===== src/hdl/ids_pkg.sv =====
`timescale 1ns / 1ps
`default_nettype none

package ids_pkg;

    localparam int DEPTH_DEF      = 64;
    localparam int DATA_WIDTH_DEF = 32;

    localparam int KIND_W   = 3;
    localparam int POS_W    = 6;
    localparam int WORD_W   = 32;
    localparam int COUNT_W  = 7;
    localparam int STATUS_W = 2;

    localparam int S_TDATA_W = 40;
    localparam int M_TDATA_W = 40;

    localparam logic [KIND_W-1:0] K_PUSH_FRONT = 3'd0;
    localparam logic [KIND_W-1:0] K_PUSH_BACK  = 3'd1;
    localparam logic [KIND_W-1:0] K_POP_FRONT  = 3'd2;
    localparam logic [KIND_W-1:0] K_POP_BACK   = 3'd3;
    localparam logic [KIND_W-1:0] K_READ       = 3'd4;
    localparam logic [KIND_W-1:0] K_WRITE      = 3'd5;
    localparam logic [KIND_W-1:0] K_REMOVE     = 3'd6;
    localparam logic [KIND_W-1:0] K_NOP        = 3'd7;

    localparam logic [STATUS_W-1:0] ST_OK    = 2'd0;
    localparam logic [STATUS_W-1:0] ST_RANGE = 2'd1;
    localparam logic [STATUS_W-1:0] ST_EMPTY = 2'd2;
    localparam logic [STATUS_W-1:0] ST_FULL  = 2'd3;

    typedef struct packed {
        logic [STATUS_W-1:0] status;
        logic [COUNT_W-1:0]  count;
        logic [WORD_W-1:0]   data;
    } t_result;

endpackage

`default_nettype wire


===== src/hdl/ids_mem.sv =====
`timescale 1ns / 1ps
`default_nettype none

module ids_mem
    import ids_pkg::*;
#(
    parameter int DEPTH      = DEPTH_DEF,
    parameter int DATA_WIDTH = DATA_WIDTH_DEF
) (
    input  wire                          i_clk,
    input  wire                          i_rd_en,
    input  wire  [$clog2(DEPTH)-1:0]     i_rd_addr,
    output logic [DATA_WIDTH-1:0]        o_rd_data,
    input  wire                          i_wr_en,
    input  wire  [$clog2(DEPTH)-1:0]     i_wr_addr,
    input  wire  [DATA_WIDTH-1:0]        i_wr_data
);

    logic [DATA_WIDTH-1:0] r_mem [DEPTH];
    logic [DATA_WIDTH-1:0] r_rd_data;

    always_ff @(posedge i_clk) begin
        if (i_wr_en) begin
            r_mem[i_wr_addr] <= i_wr_data;
        end
    end

    always_ff @(posedge i_clk) begin
        if (i_rd_en) begin
            r_rd_data <= r_mem[i_rd_addr];
        end
    end

    assign o_rd_data = r_rd_data;

endmodule

`default_nettype wire


===== src/hdl/ids_ctrl.sv =====
`timescale 1ns / 1ps
`default_nettype none

module ids_ctrl
    import ids_pkg::*;
#(
    parameter int DEPTH      = DEPTH_DEF,
    parameter int DATA_WIDTH = DATA_WIDTH_DEF
) (
    input  wire                          i_clk,
    input  wire                          i_rst_n,
    input  wire                          i_in_valid,
    output logic                         o_in_ready,
    input  wire  [KIND_W-1:0]            i_kind,
    input  wire  [POS_W-1:0]             i_position,
    input  wire  [WORD_W-1:0]            i_data_in,
    input  wire                          i_out_free,
    output logic                         o_res_valid,
    output t_result                      o_res,
    output logic                         o_mem_rd_en,
    output logic [$clog2(DEPTH)-1:0]     o_mem_rd_addr,
    input  wire  [DATA_WIDTH-1:0]        i_mem_rd_data,
    output logic                         o_mem_wr_en,
    output logic [$clog2(DEPTH)-1:0]     o_mem_wr_addr,
    output logic [DATA_WIDTH-1:0]        o_mem_wr_data
);

    localparam int PW  = $clog2(DEPTH);
    localparam int CW  = $clog2(DEPTH + 1);
    localparam int WW  = (CW > POS_W) ? CW : POS_W;
    localparam int XDW = (DATA_WIDTH > WORD_W) ? DATA_WIDTH : WORD_W;
    localparam int XCW = (CW > COUNT_W) ? CW : COUNT_W;

    localparam logic [1:0] S_IDLE  = 2'd0;
    localparam logic [1:0] S_EXEC  = 2'd1;
    localparam logic [1:0] S_SH_RD = 2'd2;
    localparam logic [1:0] S_SH_WR = 2'd3;

    function automatic logic [PW-1:0] f_inc(input logic [PW-1:0] p);
        f_inc = (p == PW'(DEPTH - 1)) ? '0 : p + 1'b1;
    endfunction

    function automatic logic [PW-1:0] f_dec(input logic [PW-1:0] p);
        f_dec = (p == '0) ? PW'(DEPTH - 1) : p - 1'b1;
    endfunction

    function automatic logic [PW-1:0] f_slot(input logic [PW-1:0] base,
                                             input logic [PW-1:0] off);
        logic [PW:0] sum;
        sum = {1'b0, base} + {1'b0, off};
        if (sum >= (PW + 1)'(DEPTH)) begin
            sum = sum - (PW + 1)'(DEPTH);
        end
        f_slot = sum[PW-1:0];
    endfunction

    logic [1:0]            r_state, n_state;
    logic [PW-1:0]         r_front, n_front;
    logic [CW-1:0]         r_count, n_count;
    logic [KIND_W-1:0]     r_kind, n_kind;
    logic [STATUS_W-1:0]   r_status, n_status;
    logic [PW-1:0]         r_addr, n_addr;
    logic [CW-1:0]         r_idx, n_idx;
    logic [DATA_WIDTH-1:0] r_word, n_word;

    logic [WW-1:0]         pos_x;
    logic [WW-1:0]         cnt_x;
    logic [XDW-1:0]        word_x;
    logic [XDW-1:0]        rd_x;
    logic [XCW-1:0]        cnt_out;
    logic [CW-1:0]         cnt_dec;

    always_comb begin
        pos_x   = WW'(i_position);
        cnt_x   = WW'(r_count);
        word_x  = XDW'(i_data_in);
        rd_x    = XDW'(i_mem_rd_data);
        cnt_dec = r_count - 1'b1;

        n_state  = r_state;
        n_front  = r_front;
        n_count  = r_count;
        n_kind   = r_kind;
        n_status = r_status;
        n_addr   = r_addr;
        n_idx    = r_idx;
        n_word   = r_word;

        o_in_ready    = 1'b0;
        o_res_valid   = 1'b0;
        o_res         = '0;
        o_mem_rd_en   = 1'b0;
        o_mem_rd_addr = r_addr;
        o_mem_wr_en   = 1'b0;
        o_mem_wr_addr = r_addr;
        o_mem_wr_data = r_word;

        case (r_state)
            S_IDLE: begin
                o_in_ready = 1'b1;
                if (i_in_valid) begin
                    n_kind   = i_kind;
                    n_word   = word_x[DATA_WIDTH-1:0];
                    n_idx    = pos_x[CW-1:0];
                    n_status = ST_OK;
                    case (i_kind)
                        K_PUSH_FRONT: begin
                            n_addr = f_dec(r_front);
                            if (r_count == CW'(DEPTH)) n_status = ST_FULL;
                        end
                        K_PUSH_BACK: begin
                            n_addr = f_slot(r_front, r_count[PW-1:0]);
                            if (r_count == CW'(DEPTH)) n_status = ST_FULL;
                        end
                        K_POP_FRONT: begin
                            n_addr = r_front;
                            if (r_count == '0) n_status = ST_EMPTY;
                        end
                        K_POP_BACK: begin
                            n_addr = f_slot(r_front, cnt_dec[PW-1:0]);
                            if (r_count == '0) n_status = ST_EMPTY;
                        end
                        K_READ, K_WRITE, K_REMOVE: begin
                            n_addr = f_slot(r_front, pos_x[PW-1:0]);
                            if (pos_x >= cnt_x) n_status = ST_RANGE;
                        end
                        default: begin
                            n_addr = r_front;
                        end
                    endcase
                    o_mem_rd_en   = 1'b1;
                    o_mem_rd_addr = n_addr;
                    n_state       = S_EXEC;
                end
            end
            S_EXEC: begin
                if (i_out_free) begin
                    o_res_valid   = 1'b1;
                    o_res.status  = r_status;
                    n_state       = S_IDLE;
                    if (r_status == ST_OK) begin
                        case (r_kind)
                            K_PUSH_FRONT: begin
                                o_mem_wr_en = 1'b1;
                                n_front     = r_addr;
                                n_count     = r_count + 1'b1;
                            end
                            K_PUSH_BACK: begin
                                o_mem_wr_en = 1'b1;
                                n_count     = r_count + 1'b1;
                            end
                            K_POP_FRONT: begin
                                o_res.data = rd_x[WORD_W-1:0];
                                n_front    = f_inc(r_front);
                                n_count    = cnt_dec;
                            end
                            K_POP_BACK: begin
                                o_res.data = rd_x[WORD_W-1:0];
                                n_count    = cnt_dec;
                            end
                            K_READ: begin
                                o_res.data = rd_x[WORD_W-1:0];
                            end
                            K_WRITE: begin
                                o_mem_wr_en = 1'b1;
                            end
                            K_REMOVE: begin
                                o_res.data = rd_x[WORD_W-1:0];
                                n_count    = cnt_dec;
                                if (r_idx < cnt_dec) n_state = S_SH_RD;
                            end
                            default: begin
                            end
                        endcase
                    end
                end
            end
            S_SH_RD: begin
                o_mem_rd_en   = 1'b1;
                o_mem_rd_addr = f_inc(r_addr);
                n_state       = S_SH_WR;
            end
            S_SH_WR: begin
                o_mem_wr_en   = 1'b1;
                o_mem_wr_data = i_mem_rd_data;
                n_addr        = f_inc(r_addr);
                n_idx         = r_idx + 1'b1;
                n_state       = (n_idx < r_count) ? S_SH_RD : S_IDLE;
            end
            default: begin
                n_state = S_IDLE;
            end
        endcase

        cnt_out     = XCW'(n_count);
        o_res.count = cnt_out[COUNT_W-1:0];
    end

    always_ff @(posedge i_clk) begin
        if (!i_rst_n) begin
            r_state <= S_IDLE;
            r_front <= '0;
            r_count <= '0;
        end else begin
            r_state <= n_state;
            r_front <= n_front;
            r_count <= n_count;
        end
    end

    always_ff @(posedge i_clk) begin
        r_kind   <= n_kind;
        r_status <= n_status;
        r_addr   <= n_addr;
        r_idx    <= n_idx;
        r_word   <= n_word;
    end

endmodule

`default_nettype wire


===== src/hdl/indexed_deque_store.sv =====
// A result goes through the execute state, which waits while the output register
// holds an unaccepted result, into the output register. No new operation is taken
// until the last is through; the entry memory read is registered (address in the
// accept cycle, read-modify-write in S_EXEC). Remove at shifts each entry behind
// the removed one before the next input is taken, each with a memory read and write.
// Reset (i_rst_n, synchronous, active low) empties the list; memory is not cleared.
`timescale 1ns / 1ps
`default_nettype none

module indexed_deque_store
    import ids_pkg::*;
#(
    parameter int DEPTH      = DEPTH_DEF,
    parameter int DATA_WIDTH = DATA_WIDTH_DEF
) (
    input  wire                    i_clk,
    input  wire                    i_rst_n,
    input  wire                    s_axis_tvalid,
    output logic                   s_axis_tready,
    input  wire  [S_TDATA_W-1:0]   s_axis_tdata,   // position[5:0], data_in[37:6]
    input  wire  [KIND_W-1:0]      s_axis_tuser,   // kind[2:0]
    output logic                   m_axis_tvalid,
    input  wire                    m_axis_tready,
    output logic [M_TDATA_W-1:0]   m_axis_tdata,   // data_out[31:0], entry_count[38:32]
    output logic [STATUS_W-1:0]    m_axis_tuser    // status[1:0]
);

    localparam int PW = $clog2(DEPTH);

    logic                  out_free;
    logic                  res_valid;
    t_result               res;
    logic                  mem_rd_en;
    logic [PW-1:0]         mem_rd_addr;
    logic [DATA_WIDTH-1:0] mem_rd_data;
    logic                  mem_wr_en;
    logic [PW-1:0]         mem_wr_addr;
    logic [DATA_WIDTH-1:0] mem_wr_data;

    logic                  r_out_valid;
    t_result               r_out;

    assign out_free = !r_out_valid || m_axis_tready;

    ids_ctrl #(
        .DEPTH      (DEPTH),
        .DATA_WIDTH (DATA_WIDTH)
    ) u_ctrl (
        .i_clk         (i_clk),
        .i_rst_n       (i_rst_n),
        .i_in_valid    (s_axis_tvalid),
        .o_in_ready    (s_axis_tready),
        .i_kind        (s_axis_tuser),
        .i_position    (s_axis_tdata[POS_W-1:0]),
        .i_data_in     (s_axis_tdata[POS_W+WORD_W-1:POS_W]),
        .i_out_free    (out_free),
        .o_res_valid   (res_valid),
        .o_res         (res),
        .o_mem_rd_en   (mem_rd_en),
        .o_mem_rd_addr (mem_rd_addr),
        .i_mem_rd_data (mem_rd_data),
        .o_mem_wr_en   (mem_wr_en),
        .o_mem_wr_addr (mem_wr_addr),
        .o_mem_wr_data (mem_wr_data)
    );

    ids_mem #(
        .DEPTH      (DEPTH),
        .DATA_WIDTH (DATA_WIDTH)
    ) u_mem (
        .i_clk     (i_clk),
        .i_rd_en   (mem_rd_en),
        .i_rd_addr (mem_rd_addr),
        .o_rd_data (mem_rd_data),
        .i_wr_en   (mem_wr_en),
        .i_wr_addr (mem_wr_addr),
        .i_wr_data (mem_wr_data)
    );

    always_ff @(posedge i_clk) begin
        if (!i_rst_n) begin
            r_out_valid <= 1'b0;
        end else if (res_valid) begin
            r_out_valid <= 1'b1;
        end else if (m_axis_tready) begin
            r_out_valid <= 1'b0;
        end
    end

    always_ff @(posedge i_clk) begin
        if (res_valid) begin
            r_out <= res;
        end
    end

    assign m_axis_tvalid = r_out_valid;
    assign m_axis_tdata  = {1'b0, r_out.count, r_out.data};
    assign m_axis_tuser  = r_out.status;

    a_no_overwrite: assert property (@(posedge i_clk) disable iff (!i_rst_n)
        res_valid |-> (!r_out_valid || m_axis_tready))
        else $error("result produced while output register still held");

    a_one_at_a_time: assert property (@(posedge i_clk) disable iff (!i_rst_n)
        res_valid |-> !s_axis_tready)
        else $error("input taken while a result is being produced");

    a_empty_result: assert property (@(posedge i_clk) disable iff (!i_rst_n)
        (res_valid && res.status == ST_EMPTY) |-> (res.data == '0 && res.count == '0))
        else $error("empty status with nonzero data or count");

    a_load_output: assert property (@(posedge i_clk) disable iff (!i_rst_n)
        res_valid |=> m_axis_tvalid)
        else $error("result did not reach the output register");

endmodule

`default_nettype wire

===== config.mk =====
export PLATFORM = sky130hd
export DESIGN_NAME = indexed_deque_store
export DESIGN_NICKNAME = d
export VERILOG_FILES = /design/src/hdl/ids_pkg.sv /design/src/hdl/ids_mem.sv /design/src/hdl/ids_ctrl.sv /design/src/hdl/indexed_deque_store.sv
export SDC_FILE = /design/constraint.sdc
export NUM_CORES = 2
export LEC_CHECK = 0
export BUFFER_PORTS_ARGS = -buffer_cell sky130_fd_sc_hd__buf_2
export CORE_MARGIN = 3
export CORE_UTILIZATION = 25
export CTS_CLUSTER_SIZE = 30
export DETAILED_ROUTE_END_ITERATION = 10
export GPL_TIMING_DRIVEN = 0
export SLEW_MARGIN = 10
export SYNTH_ARGS = -nofsm -noshare
export SYNTH_HDL_FRONTEND = slang
export SYNTH_HIERARCHICAL = 1
export SYNTH_SLANG_ARGS = --single-unit
export TNS_END_PERCENT = 1

===== constraint.sdc =====
create_clock -name i_clk -period 5.46 [get_ports i_clk]
set_input_delay 0.273 -clock i_clk [delete_from_list [all_inputs] [get_ports i_clk]]
set_output_delay 0.273 -clock i_clk [all_outputs]
set_load 0.01 [all_outputs]

# After elaboration in Yosys (flattened, before gate mapping)
# Memories as Yosys holds them, arrays and structs flattened. A register that Yosys moved wholly into a read port is not among the register bits.
# Cells that the tools add are included.
[word_totals]
ff_bits = 107
mem_bits_rw = 2048
elab_cells = 117
memories = 1
[mem_list]
columns = ["memory", "depth", "word_bits", "rd", "rd_ports_with_merged_regs", "wr", "line", "rtl"]
rows = [
  ["u_mem.r_mem", 64, 32, 1, 1, 1, "ids_mem.sv:19", "logic [DATA_WIDTH-1:0] r_mem [DEPTH];"],
]
[classes]
n_addsub = 12
order_cmp = 6
eq_ne = 20
muxes = 42
n_reduce_logical = 24
[ops]
columns = ["op", "count"]
rows = [
  ["$mux 6", 7],
  ["$pmux 6 s2", 3],
  ["$mux 32", 1],
  ["$mux 7", 4],
  ["$pmux 7 s2", 2],
  ["$pmux 6 s4", 1],
  ["$sub 6x1->6 const B", 4],
  ["$add 6x6->7", 3],
  ["$ge 7x7->1 const B", 3],
  ["$eq 3x3->1 const B", 6],
  ["$mux 2", 8],
  ["$add 7x1->7 const B", 2],
  ["$lt 7x7->1", 2],
  ["$add 6x1->6 const B", 2],
  ["$eq 3x2->1 const B", 4],
  ["$eq 6x6->1 const B", 2],
  ["$mux 1", 12],
  ["$reduce_or 3->1", 3],
  ["$pmux 2 s4", 1],
  ["$reduce_and 2->1", 4],
  ["$reduce_and 4->1", 2],
  ["$eq 7x7->1 const B", 1],
  ["$ge 6x7->1", 1],
  ["$logic_not 7->1", 1],
  ["15 further kinds", 25],
]

# Logic depth before layout (Yosys ltp)
[depth]
depth_word = 8
ltp_mapped = 23

# Hierarchy
# Netlist, hierarchy kept.
[modules_own_cells]
columns = ["mod", "instances", "cells_each", "area_per_inst_um2", "seq_area_each_um2"]
rows = [
  ["ids_mem", 1, 3324, 78833.1, 62459.9],
  ["ids_ctrl", 1, 512, 4802.1, 1801.7],
  ["indexed_deque_store", 1, 47, 1291.2, 1251.2],
]

# Least setup slack after synthesis
# No wires, ideal clock.
[synth_path]
path_kind = "register to register"
from = "register u_ctrl.r_state[1]"
to = "memory u_mem/r_mem[49][0] (netlist bit) (enable)"
t_arrival_ps = 4004
required_time_ps = 4999
path_slack_ps = 995
path_stages_with_launch = 9
n_path_buf = 0
period_less_slack_ps = 4465
cell_sequence = "dfxtp_1 > inv_1 > ha_1 > nand2_1 > or3_1 > o21ai_0 > nor2b_1 > nand4_1 > nor3_1"
[synth_via]
elab_chain_cells = 4
[synth_rtl]
columns = ["item", "line", "rtl"]
rows = [
  ["start, declared", "ids_ctrl.sv:57", "logic [1:0] r_state, n_state;"],
  ["start signal, assigned", "ids_ctrl.sv:205", "r_state <= n_state;"],
  ["$eq 2x2->1 or $eq 2x1->1 (tied branches)", "ids_ctrl.sv:98", "case (r_state)"],
  ["$pmux 1 s2 *", "ids_ctrl.sv:98", ""],
  ["named net mem_wr_en", "indexed_deque_store.sv:36", "logic mem_wr_en;"],
  ["$mux 1 *", "ids_mem.sv:23", "if (i_wr_en) begin"],
  ["$mux 1 (implied by the code) *", "ids_mem.sv:24", "r_mem[i_wr_addr] <= i_wr_data;"],
  ["end, declared", "ids_mem.sv:19", ""],
]
# Mark *: on every way through the listed nets, which the timed path passes. The rest lies on a longest branch.

# Worst setup path after layout
[layout_path]
from = "register u_ctrl.r_count[0] (netlist: u_ctrl/cnt_x[0])"
to = "register u_mem.r_rd_data[12] (netlist: u_mem/o_rd_data[12]), read port of u_mem.r_mem, data pin"
[layout_via]
elab_chain_cells = 7
[layout_rtl]
columns = ["item", "line", "rtl"]
rows = [
  ["start, declared", "ids_ctrl.sv:59", "logic [CW-1:0] r_count, n_count;"],
  ["start signal, assigned", "ids_ctrl.sv:207", "r_count <= n_count;"],
  ["$sub 7x1->7", "ids_ctrl.sv:78", "cnt_dec = r_count - 1'b1;"],
  ["$add 6x6->7", "ids_ctrl.sv:50", "sum = {1'b0, base} + {1'b0, off};"],
  ["$sub 6x1->6 or $ge 7x7->1 (tied branches)", "ids_ctrl.sv:52, ids_ctrl.sv:51", ""],
  ["$mux 6", "ids_ctrl.sv:51", "if (sum >= (PW + 1)'(DEPTH)) begin"],
  ["$pmux 6 s4 *", "ids_ctrl.sv:106", "case (i_kind)"],
  ["$mux 6 *", "n/a", ""],
  ["$pmux 6 s2 *", "ids_ctrl.sv:98", ""],
  ["named net mem_rd_addr[2]", "indexed_deque_store.sv:34", "logic [PW-1:0] mem_rd_addr;"],
  ["end, declared", "ids_mem.sv:20", "logic [DATA_WIDTH-1:0] r_rd_data;"],
]
# Marks and branches as above.
# A chain may end at the register's enable or synchronous reset.

==> impl_metrics.ini <==
[run_status]
outcome = finished, violations left
violations = negative setup slack

[worst_hold_path]
holdPathStages = 2
hold_class = input pin to flop

[floorplanning]
start_util_pct = 25.2
rows = 213
io_pins = 91
dieArea_mm2 = 0.347
core_mm2 = 0.337
dieHeight_um = 589
die_w_um = 589

[sta]
worst_hold_slack_ns = 0.154
setup_viol = 1
tightest_slew_ns = 1.25
slew_viol_final = 0
relSlewSlack_pct = 16.6
tns_ns = -0.00497
fin_crit_ns = 5.46
hold_viol_final = 0
period_share_pct = 100
setup_slack_ns = -0.00497
skew_ns = 0.0407
max_freq_mhz = 183

[power_and_ir_drop]
p_per_area_mw_per_mm2 = 388
leakagePower_nw = 31.1
ir_drop_mv = 0.348

[worst_setup_path]
rr_worst_depth = 21
ff2ff_setup_slack_ns = -0.005
required_ns = 6.02
critPathKind = flop to flop
critPathArrivalTime_ns = 6.03
critPathLaunchType = flop
end_kind = flop
path_max_fanout = 10

[clocking]
path_clk_slew_ns = 0.07
cts-root-buf = clkbuf_16
htreeDepth = 4
cts_tree = done
cts_buffers = 205
clock_path_buffers = 3
clkLatencyLatePin_ns = 0.83
cts_sinks = 2187

[synth]
netlist_instances = 3883
synth_edf_count = 2171
syn_nets = 3965
ys_warn_count = 6
synth-main-ff-cell = edfxtp_1
ys_async_sr_fraction_pct = 0
ys_ff_latch = 2187
yosysTopAreaCell = edfxtp_1
yosys-top-cells-area = edfxtp_1 (77%), mux4_2 (14%), mux2i_1 (1.1%)
synthDistinctLibCells = 73
syn_area_mm2 = 0.0849
netlist.area_leader.share_pct = 76.8
ys_seq_area_share_pct = 77.1
postSynthAreaPerCell_um2 = 21.9

[cells_and_area]
fin_nets = 4432
drive_above_1_share_pct = 30.6
area_growth_syn_to_layout_pct = 20.1
fillers = 32400
multi_input_area_mm2 = 0.0193
final_util_pct = 30.2
fin_cells = 9025
ff_latch_area_mm2 = 0.0655

[grt]
overflow = 0
grt_usage_pct = 14.7
grt_max_degree = 65
grt_pass1_wl_mm = 357
grt_pass1_vias = 43700
antenna_found_initial = 20

[drt]
drt.antenna.violating_nets = 0
drt_first_pass_iters = 8
drtIter0Drc = 7405
drt-total-wl_mm = 261
wire_per_inst_um = 29.0
drcViolationCount = 0
vias_per_cell = 4.95
vias = 44700

[run]
drv_cap = 0

[placement]
place_congestion = 0.887
dp_hpwl_mm = 175
portBuffers = 86
dp_cells = 8614
metal layers:
layer,up-vias,GRT usage (%),share of wire (%)
met2,2929,23.3,47
met3,457,3.72,12
met1,23900,19.3,38
met4,10,5.59,4.1
met5,-,0,0.026
li1,17300,-,-
cells in the mapped netlist (4+ instances only):
cell type,count
a211oi_1,4
a21boi_0,4
a21o_1,7
a21oi_1,80
a22oi_1,21
a311oi_1,9
a31oi_1,8
a41o_1,5
and2_1,43
and3_1,10
buf_1,15
buf_2,62
buf_4,25
buf_6,6
clkbuf_1,103
dfxtp_1,16
edfxtp_1,2171
ha_1,34
inv_1,25
mux2_2,35
mux2i_1,95
mux4_2,544
nand2_1,68
nand2b_1,12
nand3_1,18
nand3b_1,5
nand4_1,4
nor2_1,177
nor2b_1,20
nor3_1,19
o21a_1,7
o21ai_0,25
o221ai_1,29
o22ai_1,89
o31ai_1,4
o32ai_1,4
or3_1,5
xnor2_1,21
xor2_1,5
cells by family (layout without fill, tap and decap cells):
logic type,count (synthesis),count (layout),synth area share (%)
compound gates,324,324,2.53
xor+xnor,27,27,0.295
fa+ha+maj,35,35,0.524
buf+inv,238,859,1.31
flops,2187,2187,77.1
mux,674,674,16.0
other cells,1,7,0.00442
simple gates,397,397,2.19
cell usage in the layout, fill, tap and decap left out, types with 18 or more instances in the layout:
| cell type | count |
|---|---|
| buf_12 | 70 |
| nand2_1 | 65 |
| mux4_2 | 544 |
| a22oi_1 | 21 |
| buf_2 | 127 |
| buf_6 | 25 |
| mux2_4 | 22 |
| clkbuf_2 | 19 |
| xnor2_1 | 21 |
| a21oi_1 | 59 |
| nor2b_1 | 20 |
| ha_1 | 34 |
| clkbuf_4 | 22 |
| nor2_4 | 63 |
| nand3_1 | 18 |
| buf_4 | 69 |
| o221ai_1 | 25 |
| inv_1 | 23 |
| clkbuf_16 | 207 |
| buf_16 | 52 |
| nor2_1 | 103 |
| edfxtp_1 | 2171 |
| clkinv_2 | 26 |
| dlygate4sd3_1 | 45 |
| o21ai_0 | 24 |
| o22ai_1 | 70 |
| clkbuf_1 | 77 |
| mux2i_1 | 94 |
| clkinv_1 | 54 |
| and2_1 | 42 |
layout make-up:
type                       instances  area share (%)
clock buffer                     254            5.27
tap                             4515            5.54
clock inverter                   107           0.828
antenna                            6          0.0147
inverter                          27          0.0994
multi-input combinational       1458            18.9
buffer                           201            1.31
sequential                      2187            64.2
timing repair buffer             270            3.79
report_power, final:
group	internal [mW]	leakage (nW)	switching, mW
logic	2.67	8.38	4.48
clock network	7.38	3.02	6.12
registers	18.8	19.7	0.109
total	28.8	31.1	10.7
critical path, cell delays in order, from the launching register on:
cell      delay [ns]
dfxtp_1         0.39
clkbuf_4        0.25
inv_1           0.08
ha_1            0.27
xnor2_1         0.27
nor3_1          0.07
a31oi_1         0.15
o21ai_0         0.17
ha_1            0.36
xnor2_1         0.15
o22ai_1         0.12
a31oi_1         0.10
a211oi_1        0.36
a221o_2         0.29
buf_4           0.27
buf_6           0.28
buf_4           0.30
mux4_2          0.34
mux2i_1         0.32
a21oi_2         0.23
a21oi_2         0.29
nor2_1          0.12
path summary, 6_finish.rpt:
check,endpoint,start
setup / recovery,u_mem/o_rd_data[12],u_ctrl/cnt_x[0]
hold / removal,u_ctrl/r_word[11],s_axis_tdata[17]
setup reg to reg,u_mem/o_rd_data[12],u_ctrl/cnt_x[0]
hold reg to reg,u_ctrl/r_state[0],u_ctrl/r_state[0]
stage by stage:
step                area [µm²]  setup slack (ns)  power [mW]
floorplan                84900             0.995        23.1
global placement         91000             -3.00        25.8
detailed placement       94400             -1.89        26.0
CTS                     102000           -0.0806        39.5
global route            102000           -0.0321        40.6
finish                  102000          -0.00497        39.5
registers in the layout (all words and copies together) (netlist names), 3 cells and up:
name and count:
u_ctrl/r_word 32, m_axis_tdata 39, u_ctrl/cnt_x 7, u_ctrl/r_kind 3
u_ctrl/r_front 6, u_ctrl/r_idx 7, u_mem/o_rd_data 32, u_mem/r_mem 2048
u_ctrl/o_mem_wr_addr 6
repair_timing:
action	in CTS	in global routing
hold buffers	45	0
resized for setup	203	94
endpoints found under the hold margin	52	0
setup endpoints to repair	32	32
pin swaps	2	3
buffers inserted	6	1
Power figures use the tool's default switching activity.
